[config.mk]
export PLATFORM = sky130hd
export DESIGN_NAME = json_escape_utf8_encoder_top
export DESIGN_NICKNAME = d
export VERILOG_FILES = /design/src/rtl/jeue_pkg.sv /design/src/rtl/jeue_front.sv /design/src/rtl/jeue_fifo.sv /design/src/rtl/jeue_back.sv /design/src/rtl/json_escape_utf8_encoder_top.sv
export SDC_FILE = /design/constraint.sdc
export NUM_CORES = 1
export LEC_CHECK = 0
export BUFFER_PORTS_ARGS = -buffer_cell sky130_fd_sc_hd__buf_2
export CAP_MARGIN = 10
export CORE_MARGIN = 10
export CORE_UTILIZATION = 62
export DETAILED_ROUTE_END_ITERATION = 6
export PLACE_DENSITY = 0.87
export SLEW_MARGIN = 0
export SYNTH_ARGS = -nofsm -noshare
export SYNTH_HDL_FRONTEND = slang
export SYNTH_SLANG_ARGS = --single-unit
[constraint.sdc]
create_clock -name i_clk -period 4.6 [get_ports i_clk]
set_input_delay 0 -clock i_clk [delete_from_list [all_inputs] [get_ports i_clk]]
set_output_delay 0 -clock i_clk [all_outputs]
set_load 0.05 [all_outputs]
[src/rtl/jeue_pkg.sv]
package jeue_pkg;

    // Up to six bytes come out of one character (the \u00xx escape).
    localparam int MaxBytes  = 6;
    localparam int CntW      = $clog2(MaxBytes + 1);
    localparam int IdxW      = $clog2(MaxBytes);
    localparam int CpW       = 21;

    localparam int FifoDepth = 4;
    localparam int PtrW      = $clog2(FifoDepth);
    localparam int FillW     = $clog2(FifoDepth + 1);

    // Byte run for one character, first byte in slot 0.
    typedef struct packed {
        logic [MaxBytes-1:0][7:0] bytes;
        logic [CntW-1:0]          cnt;
    } t_desc;

endpackage

[src/rtl/jeue_front.sv]
module jeue_front (
    input  logic                         i_clk,
    input  logic                         i_rst_n,
    input  logic                         i_in_valid,
    output logic                         o_in_ready,
    input  logic [jeue_pkg::CpW-1:0]     i_code_point,
    output logic                         o_push,
    output jeue_pkg::t_desc              o_desc,
    input  logic                         i_fifo_ready
);

    localparam logic [7:0] ChQuote = 8'h22;
    localparam logic [7:0] ChBslash = 8'h5C;
    localparam logic [7:0] ChLf = 8'h0A;
    localparam logic [7:0] ChCr = 8'h0D;
    localparam logic [7:0] ChTab = 8'h09;
    localparam logic [7:0] ChN = 8'h6E;
    localparam logic [7:0] ChR = 8'h72;
    localparam logic [7:0] ChT = 8'h74;
    localparam logic [7:0] ChU = 8'h75;
    localparam logic [7:0] ChZero = 8'h30;

    localparam logic [jeue_pkg::CpW-1:0] CpCtlEnd  = 21'h00020;
    localparam logic [jeue_pkg::CpW-1:0] CpAscEnd  = 21'h00080;
    localparam logic [jeue_pkg::CpW-1:0] CpSurLo   = 21'h0D800;
    localparam logic [jeue_pkg::CpW-1:0] CpSurHi   = 21'h0DFFF;
    localparam logic [jeue_pkg::CpW-1:0] CpTwoEnd  = 21'h00800;
    localparam logic [jeue_pkg::CpW-1:0] CpThrEnd  = 21'h10000;

    function automatic logic [7:0] hex_lower(input logic [3:0] nib);
        logic [7:0] w;
        begin
            w = {4'h0, nib};
            hex_lower = (nib < 4'd10) ? (ChZero + w) : (8'h57 + w);
        end
    endfunction

    logic            r_valid;
    logic            n_valid;
    jeue_pkg::t_desc r_desc;
    jeue_pkg::t_desc n_desc;
    logic            accept;
    logic [jeue_pkg::CpW-1:0] c;

    assign c          = i_code_point;
    assign o_in_ready = !r_valid || i_fifo_ready;
    assign accept     = i_in_valid && o_in_ready;
    assign o_push     = r_valid && i_fifo_ready;
    assign o_desc     = r_desc;

    always_comb begin
        n_desc.bytes = '0;
        n_desc.cnt   = '0;
        if (c[7:0] == ChQuote && c[20:8] == '0 || c[7:0] == ChBslash && c[20:8] == '0) begin
            n_desc.bytes[0] = ChBslash;
            n_desc.bytes[1] = c[7:0];
            n_desc.cnt      = jeue_pkg::CntW'(2);
        end else if (c == {13'h0, ChLf}) begin
            n_desc.bytes[0] = ChBslash;
            n_desc.bytes[1] = ChN;
            n_desc.cnt      = jeue_pkg::CntW'(2);
        end else if (c == {13'h0, ChCr}) begin
            n_desc.bytes[0] = ChBslash;
            n_desc.bytes[1] = ChR;
            n_desc.cnt      = jeue_pkg::CntW'(2);
        end else if (c == {13'h0, ChTab}) begin
            n_desc.bytes[0] = ChBslash;
            n_desc.bytes[1] = ChT;
            n_desc.cnt      = jeue_pkg::CntW'(2);
        end else if (c < CpCtlEnd) begin
            n_desc.bytes[0] = ChBslash;
            n_desc.bytes[1] = ChU;
            n_desc.bytes[2] = ChZero;
            n_desc.bytes[3] = ChZero;
            n_desc.bytes[4] = hex_lower(c[7:4]);
            n_desc.bytes[5] = hex_lower(c[3:0]);
            n_desc.cnt      = jeue_pkg::CntW'(6);
        end else if (c < CpAscEnd) begin
            n_desc.bytes[0] = c[7:0];
            n_desc.cnt      = jeue_pkg::CntW'(1);
        end else if (c >= CpSurLo && c <= CpSurHi) begin
            n_desc.cnt      = '0;
        end else if (c < CpTwoEnd) begin
            n_desc.bytes[0] = {3'b110, c[10:6]};
            n_desc.bytes[1] = {2'b10, c[5:0]};
            n_desc.cnt      = jeue_pkg::CntW'(2);
        end else if (c < CpThrEnd) begin
            n_desc.bytes[0] = {4'b1110, c[15:12]};
            n_desc.bytes[1] = {2'b10, c[11:6]};
            n_desc.bytes[2] = {2'b10, c[5:0]};
            n_desc.cnt      = jeue_pkg::CntW'(3);
        end else begin
            n_desc.bytes[0] = {5'b11110, c[20:18]};
            n_desc.bytes[1] = {2'b10, c[17:12]};
            n_desc.bytes[2] = {2'b10, c[11:6]};
            n_desc.bytes[3] = {2'b10, c[5:0]};
            n_desc.cnt      = jeue_pkg::CntW'(4);
        end
    end

    // Drop surrogates right here: they never take a queue slot.
    always_comb begin
        if (accept) begin
            n_valid = (n_desc.cnt != '0);
        end else begin
            n_valid = r_valid && !o_push;
        end
    end

    always_ff @(posedge i_clk) begin
        if (!i_rst_n) begin
            r_valid <= 1'b0;
        end else begin
            r_valid <= n_valid;
        end
    end

    always_ff @(posedge i_clk) begin
        if (accept) begin
            r_desc <= n_desc;
        end
    end

endmodule

[src/rtl/jeue_fifo.sv]
module jeue_fifo (
    input  logic            i_clk,
    input  logic            i_rst_n,
    input  logic            i_push,
    input  jeue_pkg::t_desc i_data,
    output logic            o_ready,
    output logic            o_valid,
    output jeue_pkg::t_desc o_data,
    input  logic            i_pop
);

    jeue_pkg::t_desc                r_mem [jeue_pkg::FifoDepth];
    logic [jeue_pkg::PtrW-1:0]      r_wptr;
    logic [jeue_pkg::PtrW-1:0]      r_rptr;
    logic [jeue_pkg::FillW-1:0]     r_fill;
    logic                           do_push;
    logic                           do_pop;

    assign o_ready = (r_fill != jeue_pkg::FillW'(jeue_pkg::FifoDepth));
    assign o_valid = (r_fill != '0);
    assign o_data  = r_mem[r_rptr];
    assign do_push = i_push && o_ready;
    assign do_pop  = i_pop && o_valid;

    always_ff @(posedge i_clk) begin
        if (!i_rst_n) begin
            r_wptr <= '0;
            r_rptr <= '0;
            r_fill <= '0;
        end else begin
            if (do_push) begin
                r_wptr <= r_wptr + 1'b1;
            end
            if (do_pop) begin
                r_rptr <= r_rptr + 1'b1;
            end
            if (do_push && !do_pop) begin
                r_fill <= r_fill + 1'b1;
            end else if (do_pop && !do_push) begin
                r_fill <= r_fill - 1'b1;
            end
        end
    end

    always_ff @(posedge i_clk) begin
        if (do_push) begin
            r_mem[r_wptr] <= i_data;
        end
    end

endmodule

[src/rtl/jeue_back.sv]
module jeue_back (
    input  logic            i_clk,
    input  logic            i_rst_n,
    input  logic            i_head_valid,
    input  jeue_pkg::t_desc i_head,
    output logic            o_pop,
    output logic            o_out_valid,
    input  logic            i_out_ready,
    output logic [7:0]      o_out_byte,
    output logic            o_last_of_char
);

    logic [jeue_pkg::IdxW-1:0] r_idx;
    logic                      r_out_valid;
    logic [7:0]                r_out_byte;
    logic                      r_out_last;
    logic                      load;
    logic                      is_last;

    assign load    = i_head_valid && (!r_out_valid || i_out_ready);
    assign is_last = (r_idx == jeue_pkg::IdxW'(i_head.cnt - 1'b1));
    assign o_pop   = load && is_last;

    assign o_out_valid    = r_out_valid;
    assign o_out_byte     = r_out_byte;
    assign o_last_of_char = r_out_last;

    always_ff @(posedge i_clk) begin
        if (!i_rst_n) begin
            r_idx       <= '0;
            r_out_valid <= 1'b0;
        end else begin
            if (load) begin
                r_out_valid <= 1'b1;
                r_idx       <= is_last ? '0 : r_idx + 1'b1;
            end else if (i_out_ready) begin
                r_out_valid <= 1'b0;
            end
        end
    end

    always_ff @(posedge i_clk) begin
        if (load) begin
            r_out_byte <= i_head.bytes[r_idx];
            r_out_last <= is_last;
        end
    end

endmodule

[src/rtl/json_escape_utf8_encoder_top.sv]
// JSON string escaper and UTF-8 encoder.
// Input channel: one 21-bit character code per beat (i_in_valid / o_in_ready).
// Output channel: one byte per beat (o_out_valid / i_out_ready), with
// o_last_of_char high on the final byte of each character's run.
// Quote and backslash get a backslash prefix; LF, CR and TAB become \n, \r
// and \t; other control codes become \u00xx; higher codes become 2 to 4 byte
// UTF-8. Surrogate codes produce no bytes at all.
// Path: the first byte of a character passes the classifier register, a
// queue entry and the output register on its way out.
// Throughput: one input beat per cycle while o_in_ready is high; the byte
// serializer emits one byte per cycle while bytes are queued and i_out_ready
// is high. A four-entry queue between the classifier and the serializer
// absorbs short bursts of multi-byte characters.
// Stall: when i_out_ready is low the output register holds its byte, the
// queue fills, and o_in_ready drops once the classifier stage is also full.
// Reset (i_rst_n low, synchronous) empties every stage; no bytes are lost
// or emitted after it except those for beats accepted afterwards.
module json_escape_utf8_encoder_top (
    input  logic                     i_clk,
    input  logic                     i_rst_n,
    input  logic                     i_in_valid,
    output logic                     o_in_ready,
    input  logic [jeue_pkg::CpW-1:0] i_code_point,
    output logic                     o_out_valid,
    input  logic                     i_out_ready,
    output logic [7:0]               o_out_byte,
    output logic                     o_last_of_char
);

    logic            push;
    jeue_pkg::t_desc push_desc;
    logic            fifo_ready;
    logic            head_valid;
    jeue_pkg::t_desc head;
    logic            pop;

    // Classify each character into its byte run; drop surrogates.
    jeue_front u_front (
        .i_clk        (i_clk),
        .i_rst_n      (i_rst_n),
        .i_in_valid   (i_in_valid),
        .o_in_ready   (o_in_ready),
        .i_code_point (i_code_point),
        .o_push       (push),
        .o_desc       (push_desc),
        .i_fifo_ready (fifo_ready)
    );

    // Decouple the classifier from the byte serializer.
    jeue_fifo u_fifo (
        .i_clk   (i_clk),
        .i_rst_n (i_rst_n),
        .i_push  (push),
        .i_data  (push_desc),
        .o_ready (fifo_ready),
        .o_valid (head_valid),
        .o_data  (head),
        .i_pop   (pop)
    );

    // Walk the head run one byte per beat; pop on its last byte.
    jeue_back u_back (
        .i_clk          (i_clk),
        .i_rst_n        (i_rst_n),
        .i_head_valid   (head_valid),
        .i_head         (head),
        .o_pop          (pop),
        .o_out_valid    (o_out_valid),
        .i_out_ready    (i_out_ready),
        .o_out_byte     (o_out_byte),
        .o_last_of_char (o_last_of_char)
    );

endmodule

; Word-level counts from Yosys, hierarchy flattened
; Memories as Yosys holds them, arrays and structs flattened. A register that Yosys moved wholly into a read port is not among the register bits.
; Cells that the tools add are included.
[word_totals]
regBits = 72
mem_bits_rw = 204
in_bits = 25
out_inout_bits = 11
word_cells = 111
n_memories = 1
[classes]
n_addsub = 10
magnitude_cmp = 9
n_eq_ne = 7
muxes = 35
n_bitwise = 1
reduce_logical = 30
[memory_table]
columns = memory, words, width, read_ports, rd_clocked_by_memory_dff, write_ports, line_no
row1 = u_fifo.r_mem, 4, 51, 1, 1, 1, jeue_fifo.sv:12  ; jeue_pkg::t_desc r_mem [jeue_pkg::FifoDepth];
[op_table]
columns = operator, count
row1 = $mux 27, 8
row2 = $mux 19, 5
row3 = $eq 21x4->1 const B, 3
row4 = $mux 33, 1
row5 = $mux 8, 4
row6 = $mux 30, 1
row7 = $mux 25, 1
row8 = $bmux 8 s3, 1
row9 = $mux 22, 1
row10 = $ge 21x16->1 const B, 1
row11 = $le 21x16->1 const B, 1
row12 = $lt 21x12->1 const B, 1
row13 = $lt 21x17->1 const B, 1
row14 = $lt 21x6->1 const B, 1
row15 = $lt 21x8->1 const B, 1
row16 = $add 7x4->8 const A, 2
row17 = $add 6x4->7 const A, 2
row18 = $mux 14, 1
row19 = $logic_not 13->1, 1
row20 = $logic_and 1x1->1, 12
row21 = $mux 3, 4
row22 = $mux 11, 1
row23 = $reduce_or 5->1, 2
row24 = $reduce_or 9->1, 1
row25 = other kinds (18), 35

; Depth between registers and ports, before layout
; Gate-level depths: netlist (run 1).
[logic_depth]
word_depth = 20
depth_mapped = 15
mapped_depth_nobuf = 12

; By module
; From an unflattened synthesis (run 1), not the netlist that was laid out.
[unflattened]
cells_unflattened = 618
hier_area_um2 = 11433.5
[modules_own_cells]
columns = module, instances, cells_per_inst, area_each_um2
row1 = jeue_fifo, 1, 315, 7913.8
row2 = jeue_front, 1, 226, 2592.5
row3 = jeue_back, 1, 77, 927.1

; Least setup slack after synthesis (run 1)
; Ideal clock, no wire load.
[synth_timing]
path_type = reg-to-reg
startpoint = register (tool-made name)
endpoint = register u_fifo.r_fill[2] (netlist name)
setup_ns = 0.076
arrival_ns = 3.630
t_required_ns = 4.524
setup_slack_ns = 0.895
path_stages_with_launch = 16
path_buffers = 3
synth_period_minus_slack_ns = 3.705
path_cell_list = dfxtp_1 > buf_2 > buf_2 > buf_2 > mux4_2 > inv_1 > ha_1 > xor2_1 > xnor2_1 > nand4_1 > ha_1 > inv_1 > fa_1 > xor2_1 > or3_1 > a21boi_0
[synth_rtl]
columns = element, line_no
row1 = end signal: assignment, jeue_fifo.sv:38  ; r_fill <= r_fill + 1'b1;
row2 = end signal: assignment, jeue_fifo.sv:40  ; r_fill <= r_fill - 1'b1;
row3 = end: declaration, jeue_fifo.sv:15  ; logic [jeue_pkg::FillW-1:0] r_fill;

==> impl_metrics.py, run 1 <==
metrics = {
    "routing": {
        "routed_wire_length_per_instance_um": 24.53,
        "drt_first_pass_iters": 5,
        "detailroute.via_count": 5767,
        "drt_wirelength_um": 21950,
        "detail_route.drc_violations": 0,
        "ant_nets": 0,
        "vias_per_cell": 6.444,
        "detail_route.iter0.violations": 550,
    },
    "clock_network": {
        "cts-root-buf": "clkbuf_16",
        "cts_max_path_buffers": 3,
        "post_cts_buffers": 0,
        "worstSkewPairLatency_ns": 0.52,
        "clk_pin_slew_worst_setup_hold_paths_ns": 0.07,
        "post_cts.resized_instances": 0,
        "tritoncts": "done",
        "cts.sink_count": 258,
        "cts_made_buffers": 24,
        "ctsHtreeMaxLevel": 1,
        "cts_hold_buf": 23,
    },
    "logic_synthesis": {
        "netlist.top_cell.by_area": "edfxtp_1",
        "synth_cell_types": 68,
        "synth_largest_type_area_fraction_pct": 68.84,
        "syn-mean-instance-area_um2": 18.10,
        "synth-seq-area-share_pct": 71.47,
        "synth.cell_area_mm2": 0.01064,
        "netlist_instances": 588,
        "postSynthRegisterBits": 258,
        "yosysWarnings": 0,
        "synth.top_cells.by_area": "edfxtp_1 (69%), mux4_2 (10%), dfxtp_1 (2.6%), ha_1 (1.9%), mux2i_1 (1.3%)",
        "ys_async_sr_fraction_pct": 0,
        "edff_count_synth": 244,
        "most_used_dff_post_synth": "edfxtp_1",
    },
    "sta": {
        "rsz0062_at_grt": "no",
        "worst_slew_pin_slew_ns": 1.217,
        "timing_max_transition_violations_final": 0,
        "report.final.setup_viol": 0,
        "relSlewSlack_pct": 18.87,
        "clock.fmax_mhz": 300.7,
        "final.period_utilization_pct": 72.31,
        "finalHoldViolations": 0,
        "worst_clock_skew_ns": 0.02327,
        "timing.setup.tns_ns": 0,
        "finalCriticalPeriod_ns": 3.326,
    },
    "finish": {
        "area.growth.synth_to_final_pct": 13.01,
        "fill_cells": 982,
        "num_antenna_cells": 0,
        "ff_latch_area_mm2": 0.007612,
        "nNetsFinal": 702,
        "multi_input_gate_area_in_the_final_layout_mm2": 0.002834,
        "post_route_core_utilization_pct": 72.03,
        "layout-drive-gt1-share_pct": 23.41,
    },
    "setup_path": {
        "cp.required_ns": 5.04,
        "cpPeakStageDelay_ns": 0.58,
        "setup.worst_path.class": "flop to flop",
        "maximum_fanout_count_along_the_critical_path": 14,
        "crit_buf_inv": 2,
        "cp_cell_sequence": "mux4_2 > inv_1 > ha_1 > xor2_1 > xnor2_1 > nand4_1 > ha_1 > inv_1 > fa_1 > xor2_1 > or3_1 > a21boi_0",
        "cp_top_family": "adder cells",
        "endpoint_kind": "flop",
        "critical_path_arrival_ns": 3.76,
        "critical-path-slowest-cell": "mux4_2",
        "start_kind": "flop",
    },
    "pwr": {
        "p_leak_nw": 3.908,
        "worst_ir_drop_vdd_mv": 0.3115,
        "pwr_density_cell_mw_per_mm2": 463.2,
    },
    "worst_hold_path": {
        "hold_start": "i_code_point[1]",
        "min-delay-path-class": "primary input to flop",
    },
    "global_routing": {
        "globalRouteTotalUtil_pct": 19.94,
        "grt_pass1_vias": 6017,
        "grt_max_degree": 48,
        "antenna_found_initial": 0,
        "global_route_wire_length_before_repair_um": 34600,
        "grt.overflow.total": 0,
    },
    "floorplan": {
        "die_w_um": 151.0,
        "floorplan.initialDensity_pct": 63.73,
        "die_area_mm2": 0.02281,
        "floorplan.core_area_mm2": 0.01670,
        "die_height_um": 151.0,
        "placement_rows": 47,
        "io_pins": 36,
    },
    "placement": {
        "gp_congestion": 0.9199,
        "post-dp-hpwl_um": 13570,
        "numPortBuffers": 35,
    },
    "outcome": {
        "outcome": "finished clean",
    },
    "run": {
        "cap_violations": 0,
    },
}
-- Yosys cell counts, types with 6 or more instances --
| library cell | count |
|---|---|
| mux4_2 | 49 |
| o221ai_1 | 8 |
| xnor2_1 | 6 |
| nor2b_1 | 8 |
| nor4_1 | 6 |
| nand2_1 | 30 |
| and2_1 | 10 |
| edfxtp_1 | 244 |
| inv_1 | 21 |
| dfxtp_1 | 14 |
| mux2i_1 | 14 |
| nand4_1 | 8 |
| nand3_1 | 7 |
| clkbuf_1 | 11 |
| a21oi_1 | 16 |
| mux2_2 | 7 |
| o21ai_0 | 15 |
| nor2_1 | 16 |
| ha_1 | 16 |
-- cells by family (layout without fill, tap and decap cells) --
family / after synthesis / in the layout / synth area share (%)
other cells: 1 / 4 / 0.03523
compound gates: 73 / 73 / 4.855
flops: 258 / 258 / 71.47
xor+xnor: 11 / 11 / 0.9051
simple gates: 112 / 112 / 6.172
mux: 70 / 70 / 12.43
buf+inv: 46 / 130 / 2.069
fa+ha+maj: 17 / 17 / 2.069
-- power breakdown --
| group | switching [mW] | internal [mW] |
|---|---|---|
| clock | 0.787 | 1.11 |
| sequential | 0.104 | 2.77 |
| combinational | 0.500 | 0.310 |
| total | 1.39 | 4.18 |
-- cell type report --
| class | instances | share of cell area (%) |
|---|---|---|
| tap | 220 | 2.288 |
| timing repair buffer | 68 | 3.994 |
| inverter | 21 | 0.6553 |
| clock inverter | 8 | 0.7697 |
| clock buffer | 33 | 5.450 |
| multi-input combinational | 287 | 23.56 |
| sequential | 258 | 63.28 |
-- registers in the layout, indices dropped and copies added (netlist names), named ones only --
name                   cells
u_back.o_last_of_char      1
u_back.o_out_byte          8
u_back.o_out_valid         1
u_back.r_idx               3
u_fifo.r_fill              3
u_fifo.r_mem             188
u_fifo.r_rptr              2
u_fifo.r_wptr              2
u_front.o_desc            47
u_front.r_valid            1
-- worst paths after layout --
path                    endpoint  slack (ns)  cells after the start
max             u_fifo.r_fill[2]        1.27                     12
min           u_front.o_desc[46]       0.007                      2
max reg2reg     u_fifo.r_fill[2]        1.27                     12
min reg2reg  u_fifo.r_mem[3][35]        0.49                      0
-- per-layer routing --
layer	global-route usage (%)	wire, um
met2	32.73	10830
met3	3.490	2064
met5	0	0
met1	26.14	8381
met4	7.940	673
-- cell usage in the layout, fill, tap and decap left out, types with 7 or more instances in the layout --
| cell type | n |
|---|---|
| mux2i_1 | 14 |
| buf_2 | 35 |
| nand2_1 | 30 |
| dfxtp_1 | 12 |
| o221ai_1 | 8 |
| nor2b_1 | 8 |
| a21oi_1 | 16 |
| clkbuf_16 | 25 |
| ha_1 | 16 |
| edfxtp_1 | 244 |
| clkbuf_1 | 8 |
| nor2_1 | 16 |
| dlygate4sd3_1 | 23 |
| mux2_2 | 7 |
| nand4_1 | 8 |
| nand3_1 | 7 |
| buf_4 | 10 |
| and2_2 | 7 |
| inv_1 | 21 |
| o21ai_0 | 15 |
| mux4_2 | 49 |
-- stage by stage --
step                      cell area (um2)  std cells  hold WS, ns  power (mW)  worst slack [ns]
final                               12030        895     0.007145       5.572             1.274
after global routing                12030        895      0.01601       5.763             1.071
after CTS                           12030        895    0.0003303       5.596             1.249
after detailed placement            11050        831       0.2692       3.696             1.316
after global placement              11050        831       0.2730       3.659             1.498
after floorplan                     10660        591       0.1474       3.468            0.8945
(Power assumes the default switching activity.)
==> inputs of run 2 (changes only) <==
CORE_UTILIZATION = 56   (was 62)
PLACE_DENSITY = 0.83   (was 0.87)
clock period = 3 ns   (was 4.6 ns; I/O delays follow)
==> impl_metrics.py, run 2 (same netlist as run 1, synthesis figures left out) <==
metrics = {
    "global_routing": {
        "grt_pass1_vias": 6031,
        "global_route_wire_length_before_repair_um": 35300,
        "antenna_found_initial": 1,
        "grt.overflow.total": 0,
        "grt_max_degree": 33,
        "globalRouteTotalUtil_pct": 18.71,
    },
    "floorplan": {
        "floorplan.core_area_mm2": 0.01871,
        "die_height_um": 157.9,
        "die_w_um": 157.9,
        "io_pins": 36,
        "floorplan.initialDensity_pct": 56.90,
        "die_area_mm2": 0.02492,
        "placement_rows": 50,
    },
    "setup_path": {
        "cp_top_family": "adder cells",
        "start_kind": "flop",
        "endpoint_kind": "flop",
        "cp.required_ns": 3.44,
        "critical_path_arrival_ns": 3.26,
        "critical-path-slowest-cell": "mux4_2",
        "crit_buf_inv": 2,
        "r2r.worst_path.cells": 12,
        "maximum_fanout_count_along_the_critical_path": 5,
        "cp_cell_sequence": "mux4_2 > inv_1 > ha_4 > xor2_1 > xnor2_1 > nand4_1 > ha_2 > inv_2 > fa_2 > xor2_1 > or3_1 > a21boi_1",
        "cpMostUsedCell": "xor2_1",
        "setup.worst_path.class": "flop to flop",
        "cp.depth": 12,
        "cpPeakStageDelay_ns": 0.53,
    },
    "run": {
        "cap_violations": 0,
    },
    "sta": {
        "relSlewSlack_pct": 55.15,
        "worst_slew_pin_slew_ns": 0.6727,
        "finalCriticalPeriod_ns": 2.821,
        "clock.fmax_mhz": 354.5,
        "rsz0062_at_grt": "no",
        "layout_setup_ws_ns": 0.1794,
        "report.final.setup_viol": 0,
        "timing_max_transition_violations_final": 0,
        "finalHoldViolations": 0,
        "final.period_utilization_pct": 94.02,
        "worst_clock_skew_ns": 0.009384,
    },
    "finish": {
        "multi_input_gate_area_in_the_final_layout_mm2": 0.002859,
        "area.growth.synth_to_final_pct": 15.67,
        "most_common_library_cell_in_the_layout_ignoring_fill_and_taps": "edfxtp_1",
        "layout-drive-gt1-share_pct": 26.63,
        "nNetsFinal": 715,
        "number_of_standard_cells_in_the_layout_taps_in_and_fillers_out": 926,
        "ff_latch_area_mm2": 0.007612,
        "max_flop_register": "u_fifo.r_mem",
        "fill_cells": 1179,
        "layout_common_cells": "edfxtp_1 (244), mux4_2 (49), buf_2 (35)",
        "largest_register_ff_count": 188,
    },
    "placement": {
        "pre_cts_slack_ns": 0.1525,
        "numPortBuffers": 35,
        "gp_congestion": 0.9016,
        "post-dp-hpwl_um": 14190,
        "place.detailed.instances": 855,
    },
    "pwr": {
        "worst_ir_drop_vdd_mv": 0.3634,
        "intPower_mw": 6.597,
        "p_sw_share_pct": 25.12,
        "pwr_density_cell_mw_per_mm2": 715.6,
        "p_leak_nw": 4.034,
        "seq_power_share_pct": 49.5,
        "comb_power_share_pct": 15.2,
        "power.switching_mw": 2.213,
        "power.clock.fraction_pct": 35.3,
    },
    "clock_network": {
        "tritoncts": "done",
        "cts.sink_count": 258,
        "cts-root-buf": "clkbuf_16",
        "cts_max_path_buffers": 3,
        "clk_pin_slew_worst_setup_hold_paths_ns": 0.06,
        "cts_made_buffers": 25,
        "ctsHtreeMaxLevel": 1,
        "worstSkewPairLatency_ns": 0.51,
    },
    "routing": {
        "detailroute.via_count": 5818,
        "drt_wirelength_um": 22660,
        "detail_route.iter0.violations": 719,
        "ant_nets": 0,
        "routed_wire_length_per_instance_um": 24.47,
        "detail_route.drc_violations": 0,
        "drt_first_pass_iters": 5,
        "vias_per_cell": 6.283,
    },
    "worst_hold_path": {
        "min-delay-path-class": "primary input to flop",
        "hold-path-cell-count": 3,
    },
    "outcome": {
        "outcome": "finished clean",
    },
}
==> run 2: worst reg2reg max path, delay by kind of cell (launching register included) <==
family,cells,cell delay [ns]
adders and majority gates,3,0.68
xor gates and xnor gates,3,0.43
muxes,1,0.53
buffers and inverters,2,0.15
DFF,1,0.39
AOI/OAI and AO/OA,1,0.12
and+or+nand+nor,2,0.46
==> run 2: layer usage <==
| layer | GRT usage (%) | wire length, um | share of wire (%) |
|---|---|---|---|
| met1 | 24.30 | 9170 | 40 |
| met2 | 30.46 | 10990 | 49 |
| met3 | 3.501 | 1773 | 7.8 |
| met4 | 7.881 | 721 | 3.2 |
| met5 | 0 | 0 | 0 |
==> run 2: area by class of cell <==
cell class                 count  area share [%]
antenna                        1         0.02033
clock buffer                  32           5.457
clock inverter                13           1.230
inverter                      21          0.6402
multi-input combinational    287           23.22
sequential                   258           61.83
tap                          234           2.378
timing repair buffer          80           5.224
==> run 2: power by group through the flow <==
| stage | Combinational, mW | Sequential (mW) | Clock (mW) |
|---|---|---|---|
| floorplan | 0.726 | 4.62 | 0 |
| global placement | 1.28 | 4.40 | 0 |
| detailed placement | 1.31 | 4.43 | 0 |
| CTS | 1.35 | 4.36 | 3.16 |
| global route | 1.43 | 4.38 | 3.30 |
| finish | 1.34 | 4.36 | 3.11 |
==> run 2: worst paths after layout <==
path	startpoint	to	slack [ns]
max	flop	u_fifo.r_fill[2]	0.18
min	i_code_point[1]	u_front.o_desc[20]	0.03
max reg2reg	flop	u_fifo.r_fill[2]	0.18
min reg2reg	u_front.o_desc[15]	u_fifo.r_mem[1][15]	0.49
==> run 2: through the flow <==
step | power (mW) | setup TNS, ns | instance area, um2 | util, % | hold slack [ns]
floorplan | 5.347 | -0.05661 | 10720 | - | 0.1474
global placement | 5.677 | 0 | 11240 | 60.07 | 0.2751
detailed placement | 5.742 | 0 | 11240 | 60.07 | 0.2737
CTS | 8.867 | 0 | 12280 | 65.65 | 0.01166
global route | 9.114 | 0 | 12310 | 65.81 | 0.04545
finish | 8.810 | 0 | 12310 | 65.82 | 0.02946
==> run 2: what timing repair did <==
action	CTS	global route
hold endpoints to repair	27	0
gates resized for setup	0	1
buffers inserted	0	3
hold buffers	22	0
endpoints found under the setup margin	0	3
